`config.mk`:
```
export PLATFORM = sky130hd
export DESIGN_NAME = cue_timing_line_parser
export DESIGN_NICKNAME = d
export VERILOG_FILES = /design/src/hw/rtl/ctlp_pkg.sv /design/src/hw/rtl/cue_timing_line_parser.sv /design/src/hw/rtl/ctlp_scan.sv /design/src/hw/rtl/ctlp_time.sv
export SDC_FILE = /design/constraint.sdc
export NUM_CORES = 2
export LEC_CHECK = 0
export BUFFER_PORTS_ARGS = -buffer_cell sky130_fd_sc_hd__buf_2
export CAP_MARGIN = 40
export CORE_ASPECT_RATIO = 0.8
export CORE_MARGIN = 3
export CORE_UTILIZATION = 50
export DETAILED_ROUTE_END_ITERATION = 6
export PLACE_DENSITY_LB_ADDON = 0.15
export SLEW_MARGIN = 20
export SYNTH_ARGS = -nofsm -noshare
export SYNTH_HDL_FRONTEND = slang
export SYNTH_SLANG_ARGS = --single-unit
```
`constraint.sdc`:
```
create_clock -name clk -period 7.9 [get_ports clk]
set_clock_uncertainty 0.2 [all_clocks]
set_input_delay 0.79 -clock clk [delete_from_list [all_inputs] [get_ports clk]]
set_output_delay 0.79 -clock clk [all_outputs]
set_load 0.1 [all_outputs]
```
`src/hw/rtl/ctlp_pkg.sv`:
```
package ctlp_pkg;

    localparam logic [3:0] HOUR_DIGITS = 4'd4;

    localparam logic [2:0] ST_OK     = 3'd0;
    localparam logic [2:0] ST_SYNTAX = 3'd1;
    localparam logic [2:0] ST_RANGE  = 3'd2;
    localparam logic [2:0] ST_HOURS  = 3'd3;
    localparam logic [2:0] ST_ORDER  = 3'd4;

    localparam logic [21:0] MS_PER_HOUR = 22'd3600000;
    localparam logic [15:0] MS_PER_MIN  = 16'd60000;
    localparam logic [9:0]  MS_PER_SEC  = 10'd1000;

    typedef struct packed {
        logic [2:0]  err;
        logic        settings;
        logic [13:0] st_h;
        logic [6:0]  st_m;
        logic [6:0]  st_s;
        logic [9:0]  st_ms;
        logic [13:0] en_h;
        logic [6:0]  en_m;
        logic [6:0]  en_s;
        logic [9:0]  en_ms;
    } line_rec_t;

endpackage

```
`src/hw/rtl/cue_timing_line_parser.sv`:
```
// Cue timing line parser: reads a subtitle cue timing line one byte per beat and
// reports its start and end times in milliseconds with a status code.
// The input channel (in_valid, in_ready) carries char_byte and line_end; a line
// ends at LF, at CR, or after the byte marked by line_end.
// The output channel (out_valid, out_ready) carries start_ms, end_ms, status and
// settings_present, one beat per line that holds anything but blanks.
// Throughput is one input beat per cycle while in_ready is high.
// The record of a line's last beat loads into the field register at the edge
// that accepts that beat, then the result moves through a product stage and
// a sum-and-compare stage to the output.
// When the receiver stalls, the three result stages fill in turn and in_ready
// falls only once all of them hold a result; bytes keep flowing until then.
// Reset clears the parser to the start of a line and empties all result stages.
module cue_timing_line_parser (
    input  logic        clk,
    input  logic        rst_n,
    input  logic        in_valid,
    output logic        in_ready,
    input  logic [7:0]  char_byte,
    input  logic        line_end,
    output logic        out_valid,
    input  logic        out_ready,
    output logic [35:0] start_ms,
    output logic [35:0] end_ms,
    output logic [2:0]  status,
    output logic        settings_present
);
    import ctlp_pkg::*;

    logic      accept;
    logic      emit;
    line_rec_t rec;

    assign accept = in_valid && in_ready;

    ctlp_scan u_scan (
        .clk       (clk),
        .rst_n     (rst_n),
        .accept    (accept),
        .char_byte (char_byte),
        .line_end  (line_end),
        .emit      (emit),
        .rec       (rec)
    );

    ctlp_time u_time (
        .clk              (clk),
        .rst_n            (rst_n),
        .rec_valid        (accept && emit),
        .rec              (rec),
        .rec_ready        (in_ready),
        .out_valid        (out_valid),
        .out_ready        (out_ready),
        .start_ms         (start_ms),
        .end_ms           (end_ms),
        .status           (status),
        .settings_present (settings_present)
    );

endmodule

```
`src/hw/rtl/ctlp_scan.sv`:
```
module ctlp_scan (
    input  logic                clk,
    input  logic                rst_n,
    input  logic                accept,
    input  logic [7:0]          char_byte,
    input  logic                line_end,
    output logic                emit,
    output ctlp_pkg::line_rec_t rec
);
    import ctlp_pkg::*;

    localparam logic [4:0] P_LEAD   = 5'd0;
    localparam logic [4:0] P_START  = 5'd1;
    localparam logic [4:0] P_GAP1   = 5'd8;
    localparam logic [4:0] P_ARROW1 = 5'd9;
    localparam logic [4:0] P_ARROW2 = 5'd10;
    localparam logic [4:0] P_ARROW3 = 5'd11;
    localparam logic [4:0] P_GAP2   = 5'd12;
    localparam logic [4:0] P_END    = 5'd13;
    localparam logic [4:0] P_TAIL   = 5'd20;

    localparam logic [4:0] SUB_A  = 5'd0;
    localparam logic [4:0] SUB_B0 = 5'd1;
    localparam logic [4:0] SUB_B  = 5'd2;
    localparam logic [4:0] SUB_C0 = 5'd3;
    localparam logic [4:0] SUB_C  = 5'd4;
    localparam logic [4:0] SUB_M0 = 5'd5;
    localparam logic [4:0] SUB_M  = 5'd6;

    localparam logic [7:0] CH_LF    = 8'h0A;
    localparam logic [7:0] CH_CR    = 8'h0D;
    localparam logic [7:0] CH_SP    = 8'h20;
    localparam logic [7:0] CH_TAB   = 8'h09;
    localparam logic [7:0] CH_COLON = 8'h3A;
    localparam logic [7:0] CH_DOT   = 8'h2E;
    localparam logic [7:0] CH_DASH  = 8'h2D;
    localparam logic [7:0] CH_GT    = 8'h3E;

    function automatic logic [2:0] finish_check(input logic [3:0] cnt, input logic [6:0] f2,
                                                input logic [6:0] f3, input logic hf);
        logic [2:0] r;
        r = ST_OK;
        if (cnt != 4'd3) begin
            r = ST_SYNTAX;
        end
        else if (f2 > 7'd59 || (hf && f3 > 7'd59)) begin
            r = ST_RANGE;
        end
        return r;
    endfunction

    logic [4:0]  phase_reg, phase_next, ph_f;
    logic [13:0] dval_reg, dval_next, dv_f;
    logic [3:0]  dcnt_reg, dcnt_next, dc_f;
    logic [13:0] f1_reg, f1_next, f1_f;
    logic [6:0]  f2_reg, f2_next, f2_f;
    logic [6:0]  f3_reg, f3_next, f3_f;
    logic        hform_reg, hform_next, hf_f;
    logic [13:0] sth_reg, sth_next, sh_f;
    logic [6:0]  stm_reg, stm_next, sm_f;
    logic [6:0]  sts_reg, sts_next, ss_f;
    logic [9:0]  stms_reg, stms_next, sms_f;
    logic [2:0]  err_reg, err_next, err_f;
    logic        set_reg, set_next, set_f;

    logic        is_blank, is_digit, is_alpha, term, eol, in_ts1, in_ts2, hf_tmp, clear;
    logic [4:0]  base, sub;
    logic [3:0]  digit;
    logic [17:0] dv_mul;
    logic [13:0] dv_add;
    logic [3:0]  dc_add;
    logic [2:0]  fin, line_err;

    always_comb
    begin
        is_blank = (char_byte == CH_SP) || (char_byte == CH_TAB);
        is_digit = (char_byte >= 8'h30) && (char_byte <= 8'h39);
        is_alpha = (char_byte >= 8'h41 && char_byte <= 8'h5A) ||
                   (char_byte >= 8'h61 && char_byte <= 8'h7A);
        term     = (char_byte == CH_LF) || (char_byte == CH_CR);
        digit    = char_byte[3:0];
        dv_mul   = 18'({dval_reg, 3'b000}) + 18'({dval_reg, 1'b0}) + 18'(digit);
        dv_add   = (dv_mul > 18'd16383) ? 14'd16383 : dv_mul[13:0];
        dc_add   = (dcnt_reg == 4'd15) ? 4'd15 : 4'(dcnt_reg + 4'd1);
        in_ts1   = (phase_reg >= P_START) && (phase_reg < P_GAP1);
        in_ts2   = (phase_reg >= P_END) && (phase_reg < P_TAIL);
        base     = in_ts2 ? P_END : P_START;
        sub      = 5'(phase_reg - base);
        fin      = finish_check(dcnt_reg, f2_reg, f3_reg, hform_reg);
        hf_tmp   = hform_reg || (dcnt_reg != 4'd2) || (dval_reg > 14'd59);

        ph_f  = phase_reg;
        dv_f  = dval_reg;
        dc_f  = dcnt_reg;
        f1_f  = f1_reg;
        f2_f  = f2_reg;
        f3_f  = f3_reg;
        hf_f  = hform_reg;
        sh_f  = sth_reg;
        sm_f  = stm_reg;
        ss_f  = sts_reg;
        sms_f = stms_reg;
        err_f = err_reg;
        set_f = set_reg;

        if (!term && err_reg == ST_OK)
        begin
            if (in_ts1 || in_ts2)
            begin
                case (sub)
                    SUB_A:
                    begin
                        if (is_digit)
                        begin
                            dv_f = dv_add;
                            dc_f = dc_add;
                        end
                        else if (char_byte != CH_COLON)
                        begin
                            err_f = ST_SYNTAX;
                        end
                        else
                        begin
                            f1_f = dval_reg;
                            hf_f = hf_tmp;
                            if (hf_tmp && dcnt_reg > HOUR_DIGITS)
                            begin
                                err_f = ST_HOURS;
                            end
                            else
                            begin
                                ph_f = 5'(base + SUB_B0);
                            end
                        end
                    end
                    SUB_B0, SUB_C0, SUB_M0:
                    begin
                        if (!is_digit)
                        begin
                            err_f = ST_SYNTAX;
                        end
                        else
                        begin
                            dv_f = 14'(digit);
                            dc_f = 4'd1;
                            ph_f = 5'(phase_reg + 5'd1);
                        end
                    end
                    SUB_B:
                    begin
                        if (is_digit)
                        begin
                            dv_f = dv_add;
                            dc_f = dc_add;
                        end
                        else if (dcnt_reg != 4'd2)
                        begin
                            err_f = ST_SYNTAX;
                        end
                        else
                        begin
                            f2_f = dval_reg[6:0];
                            if (char_byte == CH_COLON)
                            begin
                                hf_f = 1'b1;
                                ph_f = 5'(base + SUB_C0);
                            end
                            else if (char_byte == CH_DOT && !hform_reg)
                            begin
                                ph_f = 5'(base + SUB_M0);
                            end
                            else
                            begin
                                err_f = ST_SYNTAX;
                            end
                        end
                    end
                    SUB_C:
                    begin
                        if (is_digit)
                        begin
                            dv_f = dv_add;
                            dc_f = dc_add;
                        end
                        else if (dcnt_reg != 4'd2 || char_byte != CH_DOT)
                        begin
                            err_f = ST_SYNTAX;
                        end
                        else
                        begin
                            f3_f = dval_reg[6:0];
                            ph_f = 5'(base + SUB_M0);
                        end
                    end
                    default:
                    begin
                        if (is_digit)
                        begin
                            dv_f = dv_add;
                            dc_f = dc_add;
                        end
                        else if (fin != ST_OK)
                        begin
                            err_f = fin;
                        end
                        else if (!in_ts2)
                        begin
                            sh_f  = hform_reg ? f1_reg : 14'd0;
                            sm_f  = hform_reg ? f2_reg : f1_reg[6:0];
                            ss_f  = hform_reg ? f3_reg : f2_reg;
                            sms_f = dval_reg[9:0];
                            if (is_blank)
                            begin
                                ph_f = P_GAP1;
                            end
                            else
                            begin
                                err_f = ST_SYNTAX;
                            end
                        end
                        else
                        begin
                            ph_f = P_TAIL;
                            if (is_alpha)
                            begin
                                set_f = 1'b1;
                            end
                        end
                    end
                endcase
            end
            else
            begin
                case (phase_reg)
                    P_LEAD, P_GAP2:
                    begin
                        if (is_digit)
                        begin
                            hf_f = 1'b0;
                            dv_f = 14'(digit);
                            dc_f = 4'd1;
                            ph_f = (phase_reg == P_LEAD) ? P_START : P_END;
                        end
                        else if (!is_blank)
                        begin
                            err_f = ST_SYNTAX;
                        end
                    end
                    P_GAP1:
                    begin
                        if (char_byte == CH_DASH)
                        begin
                            ph_f = P_ARROW1;
                        end
                        else if (!is_blank)
                        begin
                            err_f = ST_SYNTAX;
                        end
                    end
                    P_ARROW1:
                    begin
                        if (char_byte == CH_DASH)
                        begin
                            ph_f = P_ARROW2;
                        end
                        else
                        begin
                            err_f = ST_SYNTAX;
                        end
                    end
                    P_ARROW2:
                    begin
                        if (char_byte == CH_GT)
                        begin
                            ph_f = P_ARROW3;
                        end
                        else
                        begin
                            err_f = ST_SYNTAX;
                        end
                    end
                    P_ARROW3:
                    begin
                        if (is_blank)
                        begin
                            ph_f = P_GAP2;
                        end
                        else
                        begin
                            err_f = ST_SYNTAX;
                        end
                    end
                    P_TAIL:
                    begin
                        if (is_alpha)
                        begin
                            set_f = 1'b1;
                        end
                    end
                    default:
                    begin
                        err_f = ST_SYNTAX;
                    end
                endcase
            end
        end

        eol      = term || line_end;
        clear    = eol;
        emit     = 1'b0;
        line_err = err_f;
        if (eol && !(err_f == ST_OK && ph_f == P_LEAD))
        begin
            emit = 1'b1;
            if (err_f == ST_OK)
            begin
                if (ph_f == 5'(P_END + SUB_M))
                begin
                    line_err = finish_check(dc_f, f2_f, f3_f, hf_f);
                end
                else if (ph_f != P_TAIL)
                begin
                    line_err = ST_SYNTAX;
                end
            end
        end

        rec.err      = line_err;
        rec.settings = set_f;
        rec.st_h     = sh_f;
        rec.st_m     = sm_f;
        rec.st_s     = ss_f;
        rec.st_ms    = sms_f;
        rec.en_h     = hf_f ? f1_f : 14'd0;
        rec.en_m     = hf_f ? f2_f : f1_f[6:0];
        rec.en_s     = hf_f ? f3_f : f2_f;
        rec.en_ms    = dv_f[9:0];

        phase_next = clear ? P_LEAD : ph_f;
        dval_next  = clear ? 14'd0 : dv_f;
        dcnt_next  = clear ? 4'd0 : dc_f;
        f1_next    = clear ? 14'd0 : f1_f;
        f2_next    = clear ? 7'd0 : f2_f;
        f3_next    = clear ? 7'd0 : f3_f;
        hform_next = clear ? 1'b0 : hf_f;
        sth_next   = clear ? 14'd0 : sh_f;
        stm_next   = clear ? 7'd0 : sm_f;
        sts_next   = clear ? 7'd0 : ss_f;
        stms_next  = clear ? 10'd0 : sms_f;
        err_next   = clear ? ST_OK : err_f;
        set_next   = clear ? 1'b0 : set_f;
    end

    always_ff @(posedge clk or negedge rst_n)
    begin
        if (!rst_n)
        begin
            phase_reg <= P_LEAD;
            dval_reg  <= 14'd0;
            dcnt_reg  <= 4'd0;
            f1_reg    <= 14'd0;
            f2_reg    <= 7'd0;
            f3_reg    <= 7'd0;
            hform_reg <= 1'b0;
            sth_reg   <= 14'd0;
            stm_reg   <= 7'd0;
            sts_reg   <= 7'd0;
            stms_reg  <= 10'd0;
            err_reg   <= ST_OK;
            set_reg   <= 1'b0;
        end
        else if (accept)
        begin
            phase_reg <= phase_next;
            dval_reg  <= dval_next;
            dcnt_reg  <= dcnt_next;
            f1_reg    <= f1_next;
            f2_reg    <= f2_next;
            f3_reg    <= f3_next;
            hform_reg <= hform_next;
            sth_reg   <= sth_next;
            stm_reg   <= stm_next;
            sts_reg   <= sts_next;
            stms_reg  <= stms_next;
            err_reg   <= err_next;
            set_reg   <= set_next;
        end
    end

endmodule

```
`src/hw/rtl/ctlp_time.sv`:
```
module ctlp_time (
    input  logic                clk,
    input  logic                rst_n,
    input  logic                rec_valid,
    input  ctlp_pkg::line_rec_t rec,
    output logic                rec_ready,
    output logic                out_valid,
    input  logic                out_ready,
    output logic [35:0]         start_ms,
    output logic [35:0]         end_ms,
    output logic [2:0]          status,
    output logic                settings_present
);
    import ctlp_pkg::*;

    typedef struct packed {
        logic [2:0]  err;
        logic        settings;
        logic [35:0] st_hp;
        logic [22:0] st_mp;
        logic [16:0] st_sp;
        logic [9:0]  st_ms;
        logic [35:0] en_hp;
        logic [22:0] en_mp;
        logic [16:0] en_sp;
        logic [9:0]  en_ms;
    } prod_rec_t;

    line_rec_t   s1_reg;
    prod_rec_t   s2_reg, s2_next;
    logic        v1_reg, v2_reg, v3_reg;
    logic        rdy1, rdy2, rdy3;
    logic [35:0] st_sum, en_sum;
    logic [35:0] start_reg, start_next, end_reg, end_next;
    logic [2:0]  status_reg, status_next;
    logic        set_reg, set_next;

    assign rdy3      = !v3_reg || out_ready;
    assign rdy2      = !v2_reg || rdy3;
    assign rdy1      = !v1_reg || rdy2;
    assign rec_ready = rdy1;

    always_comb
    begin
        s2_next.err      = s1_reg.err;
        s2_next.settings = s1_reg.settings;
        s2_next.st_hp    = 36'(s1_reg.st_h) * MS_PER_HOUR;
        s2_next.st_mp    = 23'(s1_reg.st_m) * MS_PER_MIN;
        s2_next.st_sp    = 17'(s1_reg.st_s) * MS_PER_SEC;
        s2_next.st_ms    = s1_reg.st_ms;
        s2_next.en_hp    = 36'(s1_reg.en_h) * MS_PER_HOUR;
        s2_next.en_mp    = 23'(s1_reg.en_m) * MS_PER_MIN;
        s2_next.en_sp    = 17'(s1_reg.en_s) * MS_PER_SEC;
        s2_next.en_ms    = s1_reg.en_ms;

        st_sum = s2_reg.st_hp + 36'(s2_reg.st_mp) + 36'(s2_reg.st_sp) + 36'(s2_reg.st_ms);
        en_sum = s2_reg.en_hp + 36'(s2_reg.en_mp) + 36'(s2_reg.en_sp) + 36'(s2_reg.en_ms);

        if (s2_reg.err != ST_OK)
        begin
            start_next  = 36'd0;
            end_next    = 36'd0;
            set_next    = 1'b0;
            status_next = s2_reg.err;
        end
        else
        begin
            start_next  = st_sum;
            end_next    = en_sum;
            set_next    = s2_reg.settings;
            status_next = (st_sum > en_sum) ? ST_ORDER : ST_OK;
        end
    end

    always_ff @(posedge clk or negedge rst_n)
    begin
        if (!rst_n)
        begin
            v1_reg <= 1'b0;
            v2_reg <= 1'b0;
            v3_reg <= 1'b0;
        end
        else
        begin
            if (rdy1)
            begin
                v1_reg <= rec_valid;
            end
            if (rdy2)
            begin
                v2_reg <= v1_reg;
            end
            if (rdy3)
            begin
                v3_reg <= v2_reg;
            end
        end
    end

    always_ff @(posedge clk)
    begin
        if (rdy1 && rec_valid)
        begin
            s1_reg <= rec;
        end
        if (rdy2 && v1_reg)
        begin
            s2_reg <= s2_next;
        end
        if (rdy3 && v2_reg)
        begin
            start_reg  <= start_next;
            end_reg    <= end_next;
            status_reg <= status_next;
            set_reg    <= set_next;
        end
    end

    assign out_valid        = v3_reg;
    assign start_ms         = start_reg;
    assign end_ms           = end_reg;
    assign status           = status_reg;
    assign settings_present = set_reg;

endmodule

```
[Word level (Yosys, flattened, before mapping)]
Cells that the tools add are included.
Operators by class
  divide/modulo/power cells: 0
  multiply operators: 6
  shifts and indexed selects: 0
  bitwise gates (word level): 0
  $add $sub $neg: 14
  $lt $le $gt $ge: 18
  multiplexer cells: 147
  reductions and logical operators: 49
  equality and inequality tests: 28
Operators by type and width (count)
  2-to-1 mux 14 bit: 22
  2-to-1 mux 7 bit: 30
  2-to-1 mux 5 bit: 22
  2-to-1 mux 3 bit: 28
  adder 36 x 10 -> 36 bit: 2
  adder 36 x 17 -> 36 bit: 2
  adder 36 x 23 -> 36 bit: 2
  2-to-1 mux 10 bit: 7
  multiplier 14 x 15 -> 29 bit (second input constant): 2
  == test 8 x 6 -> 1 bit (second input constant): 5
  2-to-1 mux 4 bit: 10
  > comparator 36 bit: 1
  multiplier 7 x 11 -> 18 bit (second input constant): 2
  > comparator 7 x 6 -> 1 bit (second input constant): 4
  multiplier 7 x 7 -> 14 bit (second input constant): 2
  == test 5 x 4 -> 1 bit (second input constant): 5
  one-hot mux 5 bit (5 select lines): 1
  == test 8 x 4 -> 1 bit (second input constant): 3
  2-to-1 mux 1 bit: 20
  one-hot mux 5 bit (4 select lines): 1
  adder 17 x 15 -> 18 bit: 1
  adder 18 x 4 -> 18 bit: 1
  > comparator 18 x 14 -> 1 bit (second input constant): 1
  one-hot mux 3 bit (6 select lines): 1
  37 further kinds: 87
Word-level totals
  output and inout port bits: 78
  word-level logic and storage cells: 303
  bits of input ports: 13
  bits in registers: 399
  memories kept: 0
  bits in read-only memories: 0
  bits in latches: 0
  bits in writable memories: 0

[Logic depth before layout (Yosys ltp)]
  depth in word-level cells: 18
  mapped depth: 26
  mapped depth without buffers: 26

[Cells and area by module]
A second synthesis with hierarchy kept.
Second synthesis, totals
  cell total of the unflattened synthesis: 3491
  area total of the unflattened synthesis: 36372.4 µm²
Modules (own cells, without submodules)
  ctlp_time: area an instance 28680.0 µm², instances 1, cells an instance 2540, sequential area each 9143.8 µm²
  ctlp_scan: area an instance 7679.9 µm², instances 1, cells an instance 949, sequential area each 2352.3 µm²
  cue_timing_line_parser: area an instance 12.5 µm², instances 1, cells an instance 2, sequential area each 0.0 µm²

[Least setup slack after synthesis]
No wires, ideal clock.
  kind: register -> register
  start: reg u_time.s1_reg[67] (netlist bit)
  end: reg u_time.s2_reg[171] (netlist bit) (data pin)
  data required time: 7.440 ns
  setup time: 0.260 ns
  buffers on the path: 0
  period minus slack after synthesis: 6.319 ns
  cell stages (with the launch flop): 20
  data arrival time: 5.859 ns
  slack: 1.581 ns
  path through: edfxtp_1 -> fa_1 -> fa_1 -> fa_1 -> fa_1 -> fa_1 -> inv_1 -> fa_1 -> inv_1 -> ha_1 -> a21o_1 -> a21o_1 -> nand3_1 -> nand2_1 -> o41a_1 -> a41o_1 -> or4_1 -> a31o_2 -> a21oi_1 -> xnor2_1
RTL lines
  start: declaration: RTL line ctlp_time.sv:29  | line_rec_t s1_reg;
  start signal: assignment: RTL line ctlp_time.sv:104  | s1_reg <= rec;
  end signal: assignment: RTL line ctlp_time.sv:108  | s2_reg <= s2_next;
  end: declaration: RTL line ctlp_time.sv:30  | prod_rec_t s2_reg, s2_next;

==> results.toml <==
[run_status]
status = "complete, no violations"

[clocking]
cts_resized = 0
cts_inserted_buffers = 45
cts_hold_buf = 0
post_cts_buffers = 0
cts_tree = "yes"
root_buffer = "clkbuf_16"
insertion_delay_ns = 0.59
cts_max_path_buffers = 3
htree_levels = 2
clk_pin_slew_ns = 0.06
clock-sinks = 399

[worst_setup_path]
max_stage_delay_ns = 0.63
cp_top_family = "adder cells"
slowest_stage = "fa_1"
r2r_setup_slack_ns = 1.09
r2r_start = "u_time.s1_reg[29]$_SDFFCE_PP0P_"
critPathBufInv = 2
cp-start-kind = "register"
crit_chain = "fa_1, fa_1, fa_1, fa_1, fa_1, inv_1, fa_1, inv_1, ha_1, a211o_1, o32a_1, o41a_1, a221o_1, a41oi_1, nand2_1, a31o_2, a21oi_1, xnor2_1"
end_kind = "register"
worstSetupStartpoint = "u_time.s1_reg[29]$_SDFFCE_PP0P_"
path_class = "reg -> reg"
path_max_fanout = 6
critical_path_required_ns = 8.03
path_common_cell = "fa_1"
arrival_ns = 6.93

[placement]
post-dp-hpwl_um = 76900
portBuffers = 90
placed_cells = 4287
routabilityCongestion = 0.941

[die]
core_area_mm2 = 0.0694
dieArea_mm2 = 0.0738
die_x_um = 303
pin_count = 91
die_y_um = 244
rows = 86
start_util_pct = 50.8

[job]
cap_violations = 0

[timing]
worst_pin_slew_ns = 0.862
setup_viol = 0
finalCritPeriodShare_pct = 86.1
hold_viol_final = 0
maxSlewViolCount = 0
grt_setup_unrepaired = "false"
clock.fmax_mhz = 147
fin_crit_ns = 6.81
slew-limit-headroom_pct = 42.5
fin_setup_tns_ns = 0

[min_path]
hp-class = "in -> async"

[global_routing]
antenna_found_initial = 3
groute.usage.overall_pct = 25.8
grt_pass1_wl_um = 146000
busiest_layer = "met1"
grt_util_met3_pct = 3.76
gr-usage-met2_pct = 36.0
grt_pass1_vias = 24502
overflow = 0
grt_max_degree = 61
grt.met1_usage_pct = 42.3

[routing]
detail_route.wl_per_cell_um = 21.5
drt-pass1-iter-count = 5
wirelength_um = 94200
first_iter_violations = 2043
ant_nets = 0
drt-vias-per-instance = 5.66
num_vias = 24741
drc_errors = 0

[cells_and_area]
diodes = 0
layout.nets = 4228
drive_above_1_share_pct = 6.70
fill_cells = 6024
largest_reg_flops = 146
area_growth_pct = 9.28
layout.cells.non_filler = 4370

[synthesis]
syn_area_mm2 = 0.0353
synthTopCellsByArea = "edfxtp_1, ha_1, fa_1"
ys_seq_area_share_pct = 32.6
synth_edf_count = 302
syn_nets = 4131
synthesis.instances = 3313
syn_area_per_cell_um2 = 10.7
yosysUniqueCellTypes = 97
synth_warnings = 0
async_flop_share_pct = 24.3
synth.largest_area_cell = "edfxtp_1"
synth_ff_type = "edfxtp_1"
synth.top_cell.area_share_pct = 25.7
synth-seq-cells = 399
-- stage by stage --
| stage | hold WS [ns] | setup WS (ns) | cell area, um2 | utilization (%) |
|---|---|---|---|---|
| detailed placement | 0.206 | 1.13 | 36900 | 53.2 |
| floorplan | 0.200 | 1.58 | 35300 | - |
| global route | 0.0786 | 0.837 | 38600 | 55.6 |
| global placement | 0.210 | 1.23 | 36800 | 53.0 |
| finish | 0.0337 | 1.09 | 38600 | 55.6 |
| CTS | 0.0588 | 1.12 | 38600 | 55.6 |
-- layer usage --
metal | part of all wire, % | vias to the layer above
met5 | 0 | -
met4 | 1.7 | 0
met3 | 6.7 | 96
met2 | 40 | 826
met1 | 51 | 12188
li1 | - | 11631
-- worst register-to-register path, cell delays in order (launching register included) --
cell	delay [ns]
edfxtp_1	0.52
fa_1	0.63
fa_1	0.44
fa_1	0.48
fa_1	0.56
fa_1	0.57
inv_1	0.06
fa_1	0.53
inv_1	0.04
ha_1	0.25
a211o_1	0.33
o32a_1	0.29
o41a_1	0.16
a221o_1	0.39
a41oi_1	0.47
nand2_1	0.12
a31o_2	0.25
a21oi_1	0.17
xnor2_1	0.10
-- cells in the final DEF (no fill, tap or decap), drive strengths merged, types with 13 or more instances in the layout --
| cell type | Yosys | final |
|---|---|---|
| buf | 18 | 121 |
| o21a | 39 | 39 |
| edfxtp | 302 | 302 |
| a21oi | 148 | 148 |
| xnor2 | 116 | 116 |
| nand3 | 48 | 48 |
| nor3 | 42 | 42 |
| inv | 543 | 544 |
| or3 | 14 | 14 |
| o21ai | 110 | 110 |
| mux2i | 16 | 16 |
| xor2 | 56 | 56 |
| nand2 | 210 | 210 |
| nor2 | 172 | 172 |
| dfrtp | 97 | 97 |
| o21bai | 14 | 14 |
| nor2b | 25 | 25 |
| a22o | 72 | 72 |
| a211oi | 14 | 14 |
| a21o | 54 | 54 |
| fa | 276 | 276 |
| o22ai | 18 | 18 |
| clkinv | 0 | 13 |
| ha | 529 | 529 |
| nand4 | 20 | 20 |
| clkbuf | 53 | 55 |
| and2 | 54 | 54 |
| nand2b | 36 | 36 |
| and3 | 24 | 24 |
-- worst paths after layout --
kind | to | depth (start not counted)
hold / removal | u_scan.f1_reg[11]$_DFFE_PN0P_ | 1
max in group asynchronous | u_scan.err_reg[1]$_DFFE_PN0P_ | 2
min in group clk | u_time.s2_reg[174]$_DFFE_PP_ | 0
setup reg to reg | u_time.s2_reg[84]$_DFFE_PP_ | 18
setup / recovery | u_time.s2_reg[84]$_DFFE_PP_ | 18
hold reg to reg | u_time.s2_reg[174]$_DFFE_PP_ | 0
-- cells in the mapped netlist (all sizes together), types with 8 or more instances --
cell,instances
a22o,72
mux2i,16
clkbuf,53
nand2,210
o21bai,14
o21a,39
dfrtp,97
or3,14
ha,529
a31oi,12
buf,18
nand4,20
a211oi,14
o21ai,110
xnor2,116
nand3,48
a21o,54
inv,543
nor2b,25
and2,54
nand2b,36
nor4,8
o22ai,18
nor2,172
nor3,42
xor2,56
fa,276
o31ai,8
a21oi,148
and3,24
a211o,8
edfxtp,302
-- logic make-up after synthesis --
family	after synthesis	share of synthesized area, %
adders and majority gates	805	34.4
and+or+nand+nor	703	9.80
buffers and inverters	614	6.62
AOI/OAI and AO/OA	602	11.8
DFF	399	32.6
xor gates and xnor gates	172	4.29
muxes	18	0.518
-- layout make-up --
cell class                 count  area, um2  area share [%]
tap                          924       1160            3.00
inverter                     543       2040            5.29
sequential                   399      11500            29.8
clock inverter                28        420            1.09
clock buffer                  55       1200            3.12
timing repair buffer         121        771            2.00
multi-input combinational   2300      21500            55.7
Power is not shown: default switching activity piles up to over one toggle a cycle in this logic, so the estimate is an artifact.
